## src/design/datins_pkg.sv

```systemverilog
// Shared types and constants for the double-array trie insert unit.
// Used by datins_ctrl, datins_dpath and double_array_trie_insert_unit.
package datins_pkg;

   localparam int TABLE_DEPTH  = 4096;
   localparam int MAX_SIBLINGS = 256;
   localparam int AW           = $clog2(TABLE_DEPTH);
   localparam int PW           = AW + 1;
   localparam int LW           = $clog2(MAX_SIBLINGS);
   localparam int NW           = LW + 1;
   localparam int VW           = 32;

   localparam logic [AW-1:0] ROOT_NODE       = AW'(1);
   localparam logic [PW-1:0] PARENT_RESERVED = PW'(TABLE_DEPTH);
   localparam logic [AW-1:0] LAST_INDEX      = AW'(TABLE_DEPTH - 1);
   localparam logic [VW-1:0] NO_VALUE        = '1;

   typedef enum logic [4:0] {
      OP_NONE,
      OP_CLEAR,
      OP_ACCEPT,
      OP_EMPTY,
      OP_RD_BASE,
      OP_CALC_T,
      OP_RD_T,
      OP_CLAIM,
      OP_SCAN_INIT,
      OP_SCAN_RD,
      OP_SCAN_CHK,
      OP_APPEND,
      OP_S_LBL,
      OP_S_PAR,
      OP_S_CHK,
      OP_S_FAIL,
      OP_FIT,
      OP_G_RD,
      OP_G_P,
      OP_G_CHK,
      OP_G_NEXT,
      OP_M_LBL,
      OP_M_RD,
      OP_M_TO,
      OP_M_FROM,
      OP_FIN1,
      OP_FIN2,
      OP_DONE,
      OP_FULL
   } op_type;

   typedef struct packed {
      op_type op;
      logic   rebased;
   } cmd_type;

   typedef struct packed {
      logic zero_code;
      logic t_ok;
      logic par_is_s;
      logic par_zero;
      logic scan_hit;
      logic n_over;
      logic idx_last;
      logic bad;
      logic slot_ok;
      logic k_last;
      logic p_ok;
      logic mv_last;
   } stat_type;

endpackage

```

## src/design/datins_ctrl.sv

```systemverilog
// Sequencer for the trie insert unit: clear sweep, transition lookup, rebase.
// Depends on datins_pkg; drives datins_dpath through cmd_type.
module datins_ctrl (
   input  logic               clock,
   input  logic               reset,
   input  logic               start,
   output logic               busy,
   input  datins_pkg::stat_type st,
   output datins_pkg::cmd_type  cmd
);
   import datins_pkg::*;

   typedef enum logic [4:0] {
      S_CLEAR, S_IDLE, S_DECODE, S_CALC, S_RDT, S_CHKT, S_DONE0, S_DONE1,
      S_SCAN_RD, S_SCAN_CHK, S_APPEND, S_S_LBL, S_S_PAR, S_S_CHK, S_S_FAIL,
      S_FIT, S_G_RD, S_G_P, S_G_CHK, S_G_NEXT, S_M_INIT, S_M_LBL, S_M_RD,
      S_M_TO, S_M_FROM, S_FIN1, S_FIN2, S_FULL
   } state_type;

   state_type state_ff, state_in;

   assign busy = (state_ff != S_IDLE);

   always_comb begin
      state_in    = state_ff;
      cmd.op      = OP_NONE;
      cmd.rebased = 1'b0;
      case (state_ff)
         S_CLEAR: begin
            cmd.op = OP_CLEAR;
            if (st.idx_last) state_in = S_IDLE;
         end
         S_IDLE: begin
            if (start) begin
               cmd.op   = OP_ACCEPT;
               state_in = S_DECODE;
            end
         end
         S_DECODE: begin
            if (st.zero_code) begin
               cmd.op   = OP_EMPTY;
               state_in = S_IDLE;
            end else begin
               cmd.op   = OP_RD_BASE;
               state_in = S_CALC;
            end
         end
         S_CALC: begin
            cmd.op   = OP_CALC_T;
            state_in = S_RDT;
         end
         S_RDT: begin
            if (st.t_ok) begin
               cmd.op   = OP_RD_T;
               state_in = S_CHKT;
            end else begin
               cmd.op   = OP_SCAN_INIT;
               state_in = S_SCAN_RD;
            end
         end
         S_CHKT: begin
            if (st.par_is_s) begin
               state_in = S_DONE0;
            end else if (st.par_zero) begin
               cmd.op   = OP_CLAIM;
               state_in = S_DONE0;
            end else begin
               cmd.op   = OP_SCAN_INIT;
               state_in = S_SCAN_RD;
            end
         end
         S_DONE0: begin
            cmd.op   = OP_DONE;
            state_in = S_IDLE;
         end
         S_DONE1: begin
            cmd.op      = OP_DONE;
            cmd.rebased = 1'b1;
            state_in    = S_IDLE;
         end
         S_SCAN_RD: begin
            cmd.op   = OP_SCAN_RD;
            state_in = S_SCAN_CHK;
         end
         S_SCAN_CHK: begin
            cmd.op = OP_SCAN_CHK;
            if (st.scan_hit && st.n_over) state_in = S_FULL;
            else if (st.idx_last)         state_in = S_APPEND;
            else                          state_in = S_SCAN_RD;
         end
         S_APPEND: begin
            cmd.op   = OP_APPEND;
            state_in = st.bad ? S_FULL : S_S_LBL;
         end
         S_S_LBL: begin
            cmd.op   = OP_S_LBL;
            state_in = S_S_PAR;
         end
         S_S_PAR: begin
            cmd.op   = OP_S_PAR;
            state_in = st.slot_ok ? S_S_CHK : S_S_FAIL;
         end
         S_S_CHK: begin
            cmd.op = OP_S_CHK;
            if (!st.par_zero)   state_in = S_S_FAIL;
            else if (st.k_last) state_in = S_FIT;
            else                state_in = S_S_LBL;
         end
         S_S_FAIL: begin
            cmd.op   = OP_S_FAIL;
            state_in = st.idx_last ? S_FULL : S_S_LBL;
         end
         S_FIT: begin
            cmd.op   = OP_FIT;
            state_in = S_G_RD;
         end
         S_G_RD: begin
            cmd.op   = OP_G_RD;
            state_in = S_G_P;
         end
         S_G_P: begin
            cmd.op   = OP_G_P;
            state_in = st.p_ok ? S_G_CHK : S_G_NEXT;
         end
         S_G_CHK: begin
            cmd.op   = OP_G_CHK;
            state_in = st.idx_last ? S_M_INIT : S_G_RD;
         end
         S_G_NEXT: begin
            cmd.op   = OP_G_NEXT;
            state_in = st.idx_last ? S_M_INIT : S_G_RD;
         end
         S_M_INIT: begin
            // only the new code in the label list: nothing to move
            state_in = st.k_last ? S_FIN1 : S_M_LBL;
         end
         S_M_LBL: begin
            cmd.op   = OP_M_LBL;
            state_in = S_M_RD;
         end
         S_M_RD: begin
            cmd.op   = OP_M_RD;
            state_in = S_M_TO;
         end
         S_M_TO: begin
            cmd.op   = OP_M_TO;
            state_in = S_M_FROM;
         end
         S_M_FROM: begin
            cmd.op   = OP_M_FROM;
            state_in = st.mv_last ? S_FIN1 : S_M_LBL;
         end
         S_FIN1: begin
            cmd.op   = OP_FIN1;
            state_in = S_FIN2;
         end
         S_FIN2: begin
            cmd.op   = OP_FIN2;
            state_in = S_DONE1;
         end
         S_FULL: begin
            cmd.op   = OP_FULL;
            state_in = S_IDLE;
         end
         default: state_in = S_IDLE;
      endcase
   end

   always_ff @(posedge clock) begin
      if (reset) begin
         state_ff <= S_CLEAR;
      end else begin
         state_ff <= state_in;
      end
   end

endmodule

```

## config.mk

```make
export PLATFORM = sky130hd
export DESIGN_NAME = datins_ctrl
export DESIGN_NICKNAME = d
export VERILOG_FILES = /design/src/design/datins_pkg.sv /design/src/design/datins_ctrl.sv
export SDC_FILE = /design/constraint.sdc
export NUM_CORES = 1
export LEC_CHECK = 0
export ABC_CLOCK_PERIOD_IN_PS = 1400
export BUFFER_PORTS_ARGS = -buffer_cell sky130_fd_sc_hd__buf_2
export CAP_MARGIN = 20
export CORE_UTILIZATION = 45
export DETAILED_ROUTE_END_ITERATION = 10
export PLACE_DENSITY_LB_ADDON = 0.05
export SLEW_MARGIN = 40
export SYNTH_ARGS = -nofsm -noshare
export SYNTH_HDL_FRONTEND = slang
export SYNTH_SLANG_ARGS = --single-unit
export TNS_END_PERCENT = 20
```

## constraint.sdc

```tcl
create_clock -name clock -period 1.4 [get_ports clock]
set_input_delay 0.28 -clock clock [delete_from_list [all_inputs] [get_ports clock]]
set_output_delay 0.28 -clock clock [all_outputs]
set_load 0.1 [all_outputs]
```

---- After elaboration in Yosys (flattened, before gate mapping) ----
Index checks and enable logic that the tools add are counted.
storage, ports and cells
  register bits ........................... 5
  word-level logic and storage cells ...... 61
cells by class
  equality and inequality tests ........... 30
  mux-type cells .......................... 25
  reductions and logical operators ........ 5
operator list
  cell                                                                      number
  5-bit case mux with 26 select lines                                       1
  5-bit case mux with 24 select lines                                       1
  5-bit == test (second input constant)                                     12
  5-bit by 4-bit == test with 1-bit output (second input constant)          8
  5-bit 2-to-1 mux                                                          6
  4-bit 2-to-1 mux                                                          7
  5-bit by 3-bit == test with 1-bit output (second input constant)          4
  3-bit 2-to-1 mux                                                          4
  5-bit by 2-bit == test with 1-bit output (second input constant)          2
  2-bit 2-to-1 mux                                                          4
  5-bit by 1-bit == test with 1-bit output (second input constant)          1
  5-bit zero test                                                           1
  5-bit by 1-bit inequality test with 1-bit output (second input constant)  1
  2-bit inequality test (second input constant)                             2
  2-bit OR reduction                                                        2
  1-bit 2-to-1 mux                                                          2
  2-bit AND reduction                                                       1
  1-bit logical AND                                                         1

---- Depth between registers and ports, before layout ----
Gate-level depths: netlist (run 1).
  word-level depth ........................ 3
  depth in mapped cells ................... 7
  gate-level depth less buffers ........... 4

---- Worst setup path before layout (run 1) ----
No wires, ideal clock.
  path kind ............................... register -> output
  from .................................... register state_ff[3]
  to ...................................... output port cmd[0] (netlist name)
  arrival time ............................ 2,752 ps
  required time ........................... 1,120 ps
  setup slack ............................. -1,632 ps
  stages on the path, launching flop included .. 4
  cells stage by stage .................... dfxtp_1 buf_4 buf_2 nor3_1
RTL lines
  what                    line                text
  start, declared         datins_ctrl.sv:20   state_type state_ff, state_in;
  start signal, assigned  datins_ctrl.sv:173  state_ff <= state_in;
  end, declared           datins_ctrl.sv:9    output datins_pkg::cmd_type cmd

==> flow_metrics.tcl, run 1 <==
set metrics [dict create \
    max_slew_margin_pct 65.9 \
    hold_viol 0 \
    syn_nets 155 \
    leakage_nw 0.736 \
    cts_tree "done" \
    io_buffers 21 \
    yosys.area_share.adder_pct 0 \
    gp_congestion 0.931 \
    antenna_left 0 \
    most-common-layout-cells "buf_4 (40), buf_2 (14), nand2_1 (11), a21oi_1 (9)" \
    start_kind "register" \
    synth_edf_count 0 \
    grt_overflow_total 0 \
    dieArea_um2 2390 \
    holdWs_ns 0.263 \
    wl_um 3940 \
    whs_path_depth 2 \
    reg2reg_from "state_ff[2]" \
    worstSetupPathType "reg -> out" \
    rr_worst_depth 8 \
    nets 214 \
    globalRouteTotalUtil_pct 31.7 \
    slew_viol_final 0 \
    cts_max_level 1 \
    cts.clk_slew.worst_paths_ns 0.05 \
    cts_buffer_depth 2 \
    seq_area_frac_synth_pct 10.1 \
    synth_compound_area_share_pct 40.7 \
    reg2reg_to "state_ff[0]" \
    post-route-min-period_ns 2.06 \
    core_um2 2020 \
    io_pins 22 \
    num_vias 1402 \
    synth_area_um2 991 \
    rows 16 \
    yosys.area_share.simple_pct 33.7 \
    syn_inst 140 \
    drc 0 \
    fillCellCount 126 \
    critPathArrivalTime_ns 1.78 \
    muxShareOfSynthArea_pct 1.01 \
    postSynthAreaPerCell_um2 7.08 \
    ys_ff_latch 5 \
    finalWorstSetupSlack_ns -0.663 \
    synth.distinct_cells 55 \
    num_antenna_cells 0 \
    p_total_w 0.00131 \
    syn_to_final_growth_pct 68.8 \
    clkLatencyLatePin_ns 0.24 \
    dp_hpwl_um 2730 \
    max_freq_mhz 485 \
    p_per_area_nw_per_um2 781 \
    top_regs "state_ff: 5 flops" \
    grt_pass1_wl_um 5950 \
    crit_path_end_kind "output port" \
    die_y_um 48.9 \
    vdd_drop_max_v 0.000545 \
    tns_ns -3.99 \
    die_x_um 48.9 \
    grt_pass1_vias 1304 \
    finalInstanceArea_um2 1670 \
    largest_register "state_ff" \
    tightest_slew_ns 0.510 \
    drive_gt1_share_pct 50.5 \
    synthXorXnorAreaFrac_pct 0.884 \
    status "complete, but fails checks" \
    yosys_warnings 0 \
    grt_max_degree 19 \
    hold_buffers 0 \
    setup.worst_path.start "state_ff[4]" \
    finalSetupViolCount 12 \
    hold_path_class "in -> reg" \
    avgRoutedWirePerCell_um 17.5 \
    synthFlopType "dfxtp_1" \
    drt_first_pass_iters 6 \
    async_flop_share_pct 0 \
    min_to "state_ff[2]" \
    skew_ns 0.00556 \
    layout_worst_path_cycle_share_pct 147 \
    reg2reg_setup_slack_ns -0.28 \
    crit_fanout 6 \
    numCtsBuffers 3 \
    drt_iter0_drc 54 \
    placed_cell_area_um2 1500 \
    initial_core_util_pct 49.0 \
    mostFrequentLayoutCell "buf_4" \
    largest_reg_flops 5 \
    hold_start "reset" \
    synth_top_family_by_area "compound AO/OA/AOI/OAI gates" \
    crit_required_ns 1.12 \
    cts_root_buf "clkbuf_4" \
    rsz0062_at_grt "true" \
    cap_violations 0 \
    antenna_found_initial 0 \
    avgViaCountPerCell 6.23 \
    violations "setup timing" \
    cts.sinks 5 \
]
## power breakdown
| group | internal (W) | total [W] | switching, W |
|---|---|---|---|
| Combinational | 0.000437 | 0.000962 | 0.000525 |
| Sequential | 0.000155 | 0.000179 | 0.0000237 |
| Clock | 0.000108 | 0.000166 | 0.0000580 |
| Total | 0.000699 | 0.00131 | 0.000607 |
## metal layers
metal	share of wire (%)	global-route usage, %	vias up
li1	-	-	645
met1	42	41.7	658
met2	47	55.3	80
met3	7.4	1.25	19
met4	4.2	9.80	0
met5	0	0	-
## timing repair
| item | CTS | global route |
|---|---|---|
| cloned | 0 | 0 |
| buffers inserted | 1 | 1 |
| setup endpoints to repair | 12 | 12 |
| pin swaps | 9 | 2 |
| gates resized for setup | 26 | 13 |
## logic make-up after synthesis
| kind of cell | after synthesis |
|---|---|
| multiplexers | 1 |
| buffers and inverters | 19 |
| XOR/XNOR | 1 |
| flip-flops | 5 |
| AND/OR/NAND/NOR | 59 |
| AO/OA/AOI/OAI | 55 |
## stage by stage
| step | worst slack (ns) | cells | utilization [%] |
|---|---|---|---|
| floorplan | -0.474 | 140 | - |
| CTS | -0.580 | 224 | 80.5 |
| finish | -0.663 | 225 | 82.7 |
| detailed placement | -0.449 | 219 | 74.1 |
| global route | -0.693 | 225 | 82.7 |
| global placement | -0.436 | 219 | 74.1 |
## area by class of cell
cell class                      instances  area (um2)  share of cell area [%]
Clock buffer                            4        26.3                    1.57
Inverter                                5        18.8                    1.12
Multi-Input combinational cell        116         876                    52.4
Sequential cell                         5         116                    6.96
Tap cell                               27        33.8                    2.02
Timing Repair Buffer                   68         602                    36.0
## worst max-delay path, cell delays in order, from the launching register on
cell,delay [ns]
dfxtp_2,0.37
nor3b_1,0.47
and3_1,0.25
a221o_1,0.15
a221o_2,0.14
buf_12,0.17
## cells in the mapped netlist, drive strengths merged, types with 2 or more instances
master / number / share of area (%)
buf: 14 / 12
nand2: 12 / 4.8
a21oi: 10 / 5.1
nor2b: 10 / 6.6
nor2: 9 / 3.4
o21ai: 7 / 3.5
nand2b: 6 / 3.8
dfxtp: 5 / 10
inv: 5 / 1.9
a211o: 3 / 2.7
a21boi: 3 / 2.3
a22oi: 3 / 2.3
nand3: 3 / 1.5
nor3b: 3 / 2.3
o21a: 3 / 2.3
or2: 3 / 1.9
a211oi: 2 / 2.0
a21o: 2 / 1.5
a221o: 2 / 2.0
a311oi: 2 / 1.8
a31oi: 2 / 1.3
nand3b: 2 / 1.5
nor3: 2 / 1.0
o211ai: 2 / 1.5
o221ai: 2 / 1.8
o2bb2ai: 2 / 1.8
## worst max path at each step
| stage | to | slack, ns | depth (start not counted) |
|---|---|---|---|
| floorplan | cmd[2] | -0.47 | 5 |
| global placement | cmd[4] | -0.44 | 5 |
| detailed placement | cmd[1] | -0.45 | 6 |
| CTS | cmd[4] | -0.58 | 5 |
| global route | cmd[4] | -0.69 | 5 |
| finish | cmd[4] | -0.66 | 5 |
Power figures use the tool's default switching activity.
==> inputs of run 2 (changes only) <==
- ABC_AREA: not set -> 1
==> run 2 against run 1 <==
Effect of this change: the flow now stops in global routing (5_1_grt); synthesized cell count up 40%; area after synthesis increased by 4.8%.
==> flow_metrics.tcl, run 2 <==
set metrics [dict create \
    cts_max_level 1 \
    rows 17 \
    die_y_um 50.0 \
    grt_overflow_total 110 \
    cts_root_buf "clkbuf_4" \
    synth.distinct_cells 28 \
    grt-worst-endpoint "cmd[1]" \
    yosys_warnings 0 \
    synth_top_area_cell "nand2_1" \
    dp_hpwl_um 3380 \
    initial_core_util_pct 47.4 \
    error "[ERROR GRT-0232] Routing congestion too high. Check the congestion heatmap in the GUI." \
    synth_edf_count 0 \
    status "did not finish" \
    die_x_um 50.0 \
    synth_top_area_share_pct 15.9 \
    seq_area_frac_synth_pct 9.64 \
    globalRouteTotalUtil_pct 80.9 \
    synthFlopType "dfxtp_1" \
    worst-ep-kind "primary output" \
    synth_common_cells "nand2_1 (44), nor2_1 (38), inv_1 (30)" \
    io_buffers 21 \
    yosysMostFrequentCell "nand2_1" \
    cts_buffer_depth 2 \
    numCtsBuffers 3 \
    syn_inst 196 \
    ys_ff_latch 5 \
    postSynthAreaPerCell_um2 5.30 \
    stop_stage "global routing (5_1_grt)" \
    async_flop_share_pct 0 \
    gp_congestion 1.06 \
    io_pins 22 \
    ys_top_cells_by_area "nand2_1 (16%), nor2_1 (14%), inv_1 (11%), dfxtp_1 (9.6%), nand3_1 (6.3%)" \
    synth_area_um2 1040 \
    cts.sinks 5 \
    syn_nets 211 \
    grt_max_degree 9 \
]
[run 2: cell count changes after synthesis, moves of 7 or more]
cell     before  now
nor2_1        9   38
nor2b_1       9    0
inv_1         5   30
nand3_1       3   13
nand4_1       0    7
nand2_1      11   44
[run 2: layer usage]
metal	overflow	GRT usage, %
met5	0	11.9
met4	44	103
met3	0	49.4
met2	65	109
met1	1	72.8
[run 2: what timing repair did]
action | CTS
buffers inserted | 19
endpoints found under the setup margin | 12
gates cloned | 0
resized for setup | 60
pin swaps | 18
hold buffers | 0
[run 2: cell families after synthesis]
logic type	Yosys count	synth area share (%)
flops	5	9.64
compound gates	19	11.0
buf+inv	41	18.0
simple gates	131	61.4
[run 2: stage by stage]
stage          std cells  cell area (um2)  hold WS (ns)  TNS [ns]  setup slack, ns
2_1_floorplan        196             1060         0.347     -5.75           -0.834
3_5_place_dp         288             1610         0.510     -3.19           -0.426
4_1_cts              311             2020         0.250     -4.40           -0.543
3_3_place_gp         288             1610         0.504     -2.86           -0.417
==> inputs of run 3 (changes only) <==
- ABC_CLOCK_PERIOD_IN_PS: 1400 -> 1800
- CORE_AREA: not set -> 2 2 63 65
- CORE_UTILIZATION: 45 -> not set
- DIE_AREA: not set -> 0 0 65 67
- PLACE_DENSITY_LB_ADDON: 0.05 -> 0.15
- clock period: 1.4 -> 1.8 ns (I/O delays scaled with it)
==> run 3 against run 2 <==
Effect of this change: synthesized cell count is the same; area after synthesis unchanged; the flow now finishes, with violations (setup timing).
==> flow_metrics.tcl, run 3 <==
set metrics [dict create \
    status "complete, but fails checks" \
    violations "setup timing" \
    yosysMostFrequentCell "nand2_1" \
    die_x_um 65 \
    fin_util_pct 52.2 \
    hold_viol 0 \
    synth_common_cells "nand2_1 (44), nor2_1 (38), inv_1 (30)" \
    synth_top_area_share_pct 15.9 \
    largest_register "state_ff" \
    async_flop_share_pct 0 \
    cts.sinks 5 \
    start_kind "register" \
    cts_buffer_depth 2 \
    gp_congestion 0.914 \
    syn_inst 196 \
    io_buffers 21 \
    avgRoutedWirePerCell_um 12.4 \
    max_freq_mhz 477 \
    critPathArrivalTime_ns 1.74 \
    synth.distinct_cells 28 \
    mostFrequentLayoutCell "buf_4" \
    synth_top_area_cell "nand2_1" \
    dp_hpwl_um 3330 \
    syn_to_final_growth_pct 81.2 \
    antenna_found_initial 0 \
    crit_path_end_kind "output port" \
    tightest_slew_ns 0.280 \
    worstSetupPathType "reg -> out" \
    vdd_drop_max_v 0.000367 \
    crit_required_ns 1.44 \
    io_pins 22 \
    nets 291 \
    cts_root_buf "clkbuf_8" \
    yosys_warnings 0 \
    numCtsBuffers 3 \
    avgViaCountPerCell 4.74 \
    grt_overflow_total 0 \
    slew_viol_final 0 \
    wl_um 4000 \
    largest_reg_flops 5 \
    placedCellCount 315 \
    postSynthAreaPerCell_um2 5.30 \
    synth_edf_count 0 \
    finalSetupViolCount 7 \
    grt_max_degree 9 \
    drt_iter0_drc 93 \
    dieArea_um2 4360 \
    most-common-layout-cells "buf_4 (54), nand2_1 (39), nor2_1 (35), inv_1 (29), buf_2 (14)" \
    num_antenna_cells 0 \
    leakage_nw 1.06 \
    rows 22 \
    clkLatencyLatePin_ns 0.22 \
    finalWorstSetupSlack_ns -0.297 \
    ys_top_cells_by_area "nand2_1 (16%), nor2_1 (14%), inv_1 (11%), dfxtp_1 (9.6%), nand3_1 (6.3%)" \
    grt_pass1_vias 1435 \
    max_slew_margin_pct 81.2 \
    ys_ff_latch 5 \
    antenna_left 0 \
    num_vias 1530 \
    fillCellCount 364 \
    grt_pass1_wl_um 6510 \
    die_y_um 67 \
    synth_area_um2 1040 \
    drc 0 \
    drt_first_pass_iters 4 \
    drive_gt1_share_pct 48.4 \
    hold_path_class "in -> reg" \
    globalRouteTotalUtil_pct 19.9 \
    p_per_area_nw_per_um2 552 \
    core_um2 3610 \
    post-route-min-period_ns 2.10 \
    initial_core_util_pct 28.8 \
    rsz0062_at_grt "true" \
    layout_worst_path_cycle_share_pct 116 \
    synthFlopType "dfxtp_1" \
    syn_nets 211 \
    top_regs "state_ff: 5 flops" \
    cts_max_level 1 \
    cts.clk_slew.worst_paths_ns 0.03 \
    cts_tree "done" \
    skew_ns 0.00166 \
    crit_fanout 5 \
    cap_violations 0 \
    seq_area_frac_synth_pct 9.64 \
    instances_no_fill 323 \
]
run 3: cell counts after synthesis:
No cell type changed its count.
run 3: routing by layer:
layer  track usage (%)  vias up  wire length, um
met1              25.0      697             1850
li1                  -      788                -
met5                 0        -                0
met2              34.1       37             1950
met4              5.85        0               71
met3              3.89        8              132
run 3: power by group:
part           total [W]  switching (W)  internal, W
Combinational   0.000690       0.000439     0.000250
Clock           0.000207      0.0000548     0.000152
Sequential      0.000142      0.0000156     0.000126
run 3: path summary, 6_finish.rpt:
check,start,end,slack (ns),cells after the start
min,reset,state_ff[1],0.35,2
min reg2reg,state_ff[4],state_ff[4],0.89,6
max reg2reg,state_ff[4],state_ff[0],-0.16,17
max,state_ff[4],cmd[2],-0.30,10
run 3: per-stage QoR:
step / setup WS (ns) / hold WS [ns] / setup TNS, ns / power [W] / area (um2)
floorplan: -0.514 / 0.427 / -2.87 / 0.000544 / 1060
global placement: -0.142 / 0.596 / -0.630 / 0.000794 / 1680
detailed placement: -0.155 / 0.592 / -0.621 / 0.000795 / 1680
CTS: -0.287 / 0.352 / -1.48 / 0.00103 / 1820
global route: -0.363 / 0.359 / -2.04 / 0.00109 / 1880
finish: -0.297 / 0.353 / -1.49 / 0.00104 / 1880
run 3: timing repair:
item,in CTS,in global routing
hold buffers,0,0
setup endpoints to repair,6,8
buffers inserted,4,0
resized for setup,21,15
pin swaps,7,3
run 3: critical path: stages, from the launching register on:
cell,delay [ns]
dfxtp_2,0.32
buf_6,0.13
buf_12,0.12
nand3_4,0.11
inv_4,0.05
nand2_4,0.07
buf_6,0.09
o211ai_1,0.08
a31oi_1,0.19
nand3_1,0.15
buf_12,0.20
run 3: layout make-up:
class | count | area, um2 | area share (%)
clock buffers | 4 | 45.0 | 2.39
multi-input cells | 150 | 872 | 46.3
well taps | 48 | 60.1 | 3.19
inverters | 37 | 144 | 7.65
repair buffers | 79 | 652 | 34.6
flip-flops and latches | 5 | 109 | 5.78
run 3: cells by family (layout without fill, tap and decap cells):
| family | after synthesis | in the layout | synth area share (%) |
|---|---|---|---|
| simple gates | 131 | 131 | 61.4 |
| buf+inv | 41 | 120 | 18.0 |
| compound gates | 19 | 19 | 11.0 |
| flops | 5 | 5 | 9.64 |
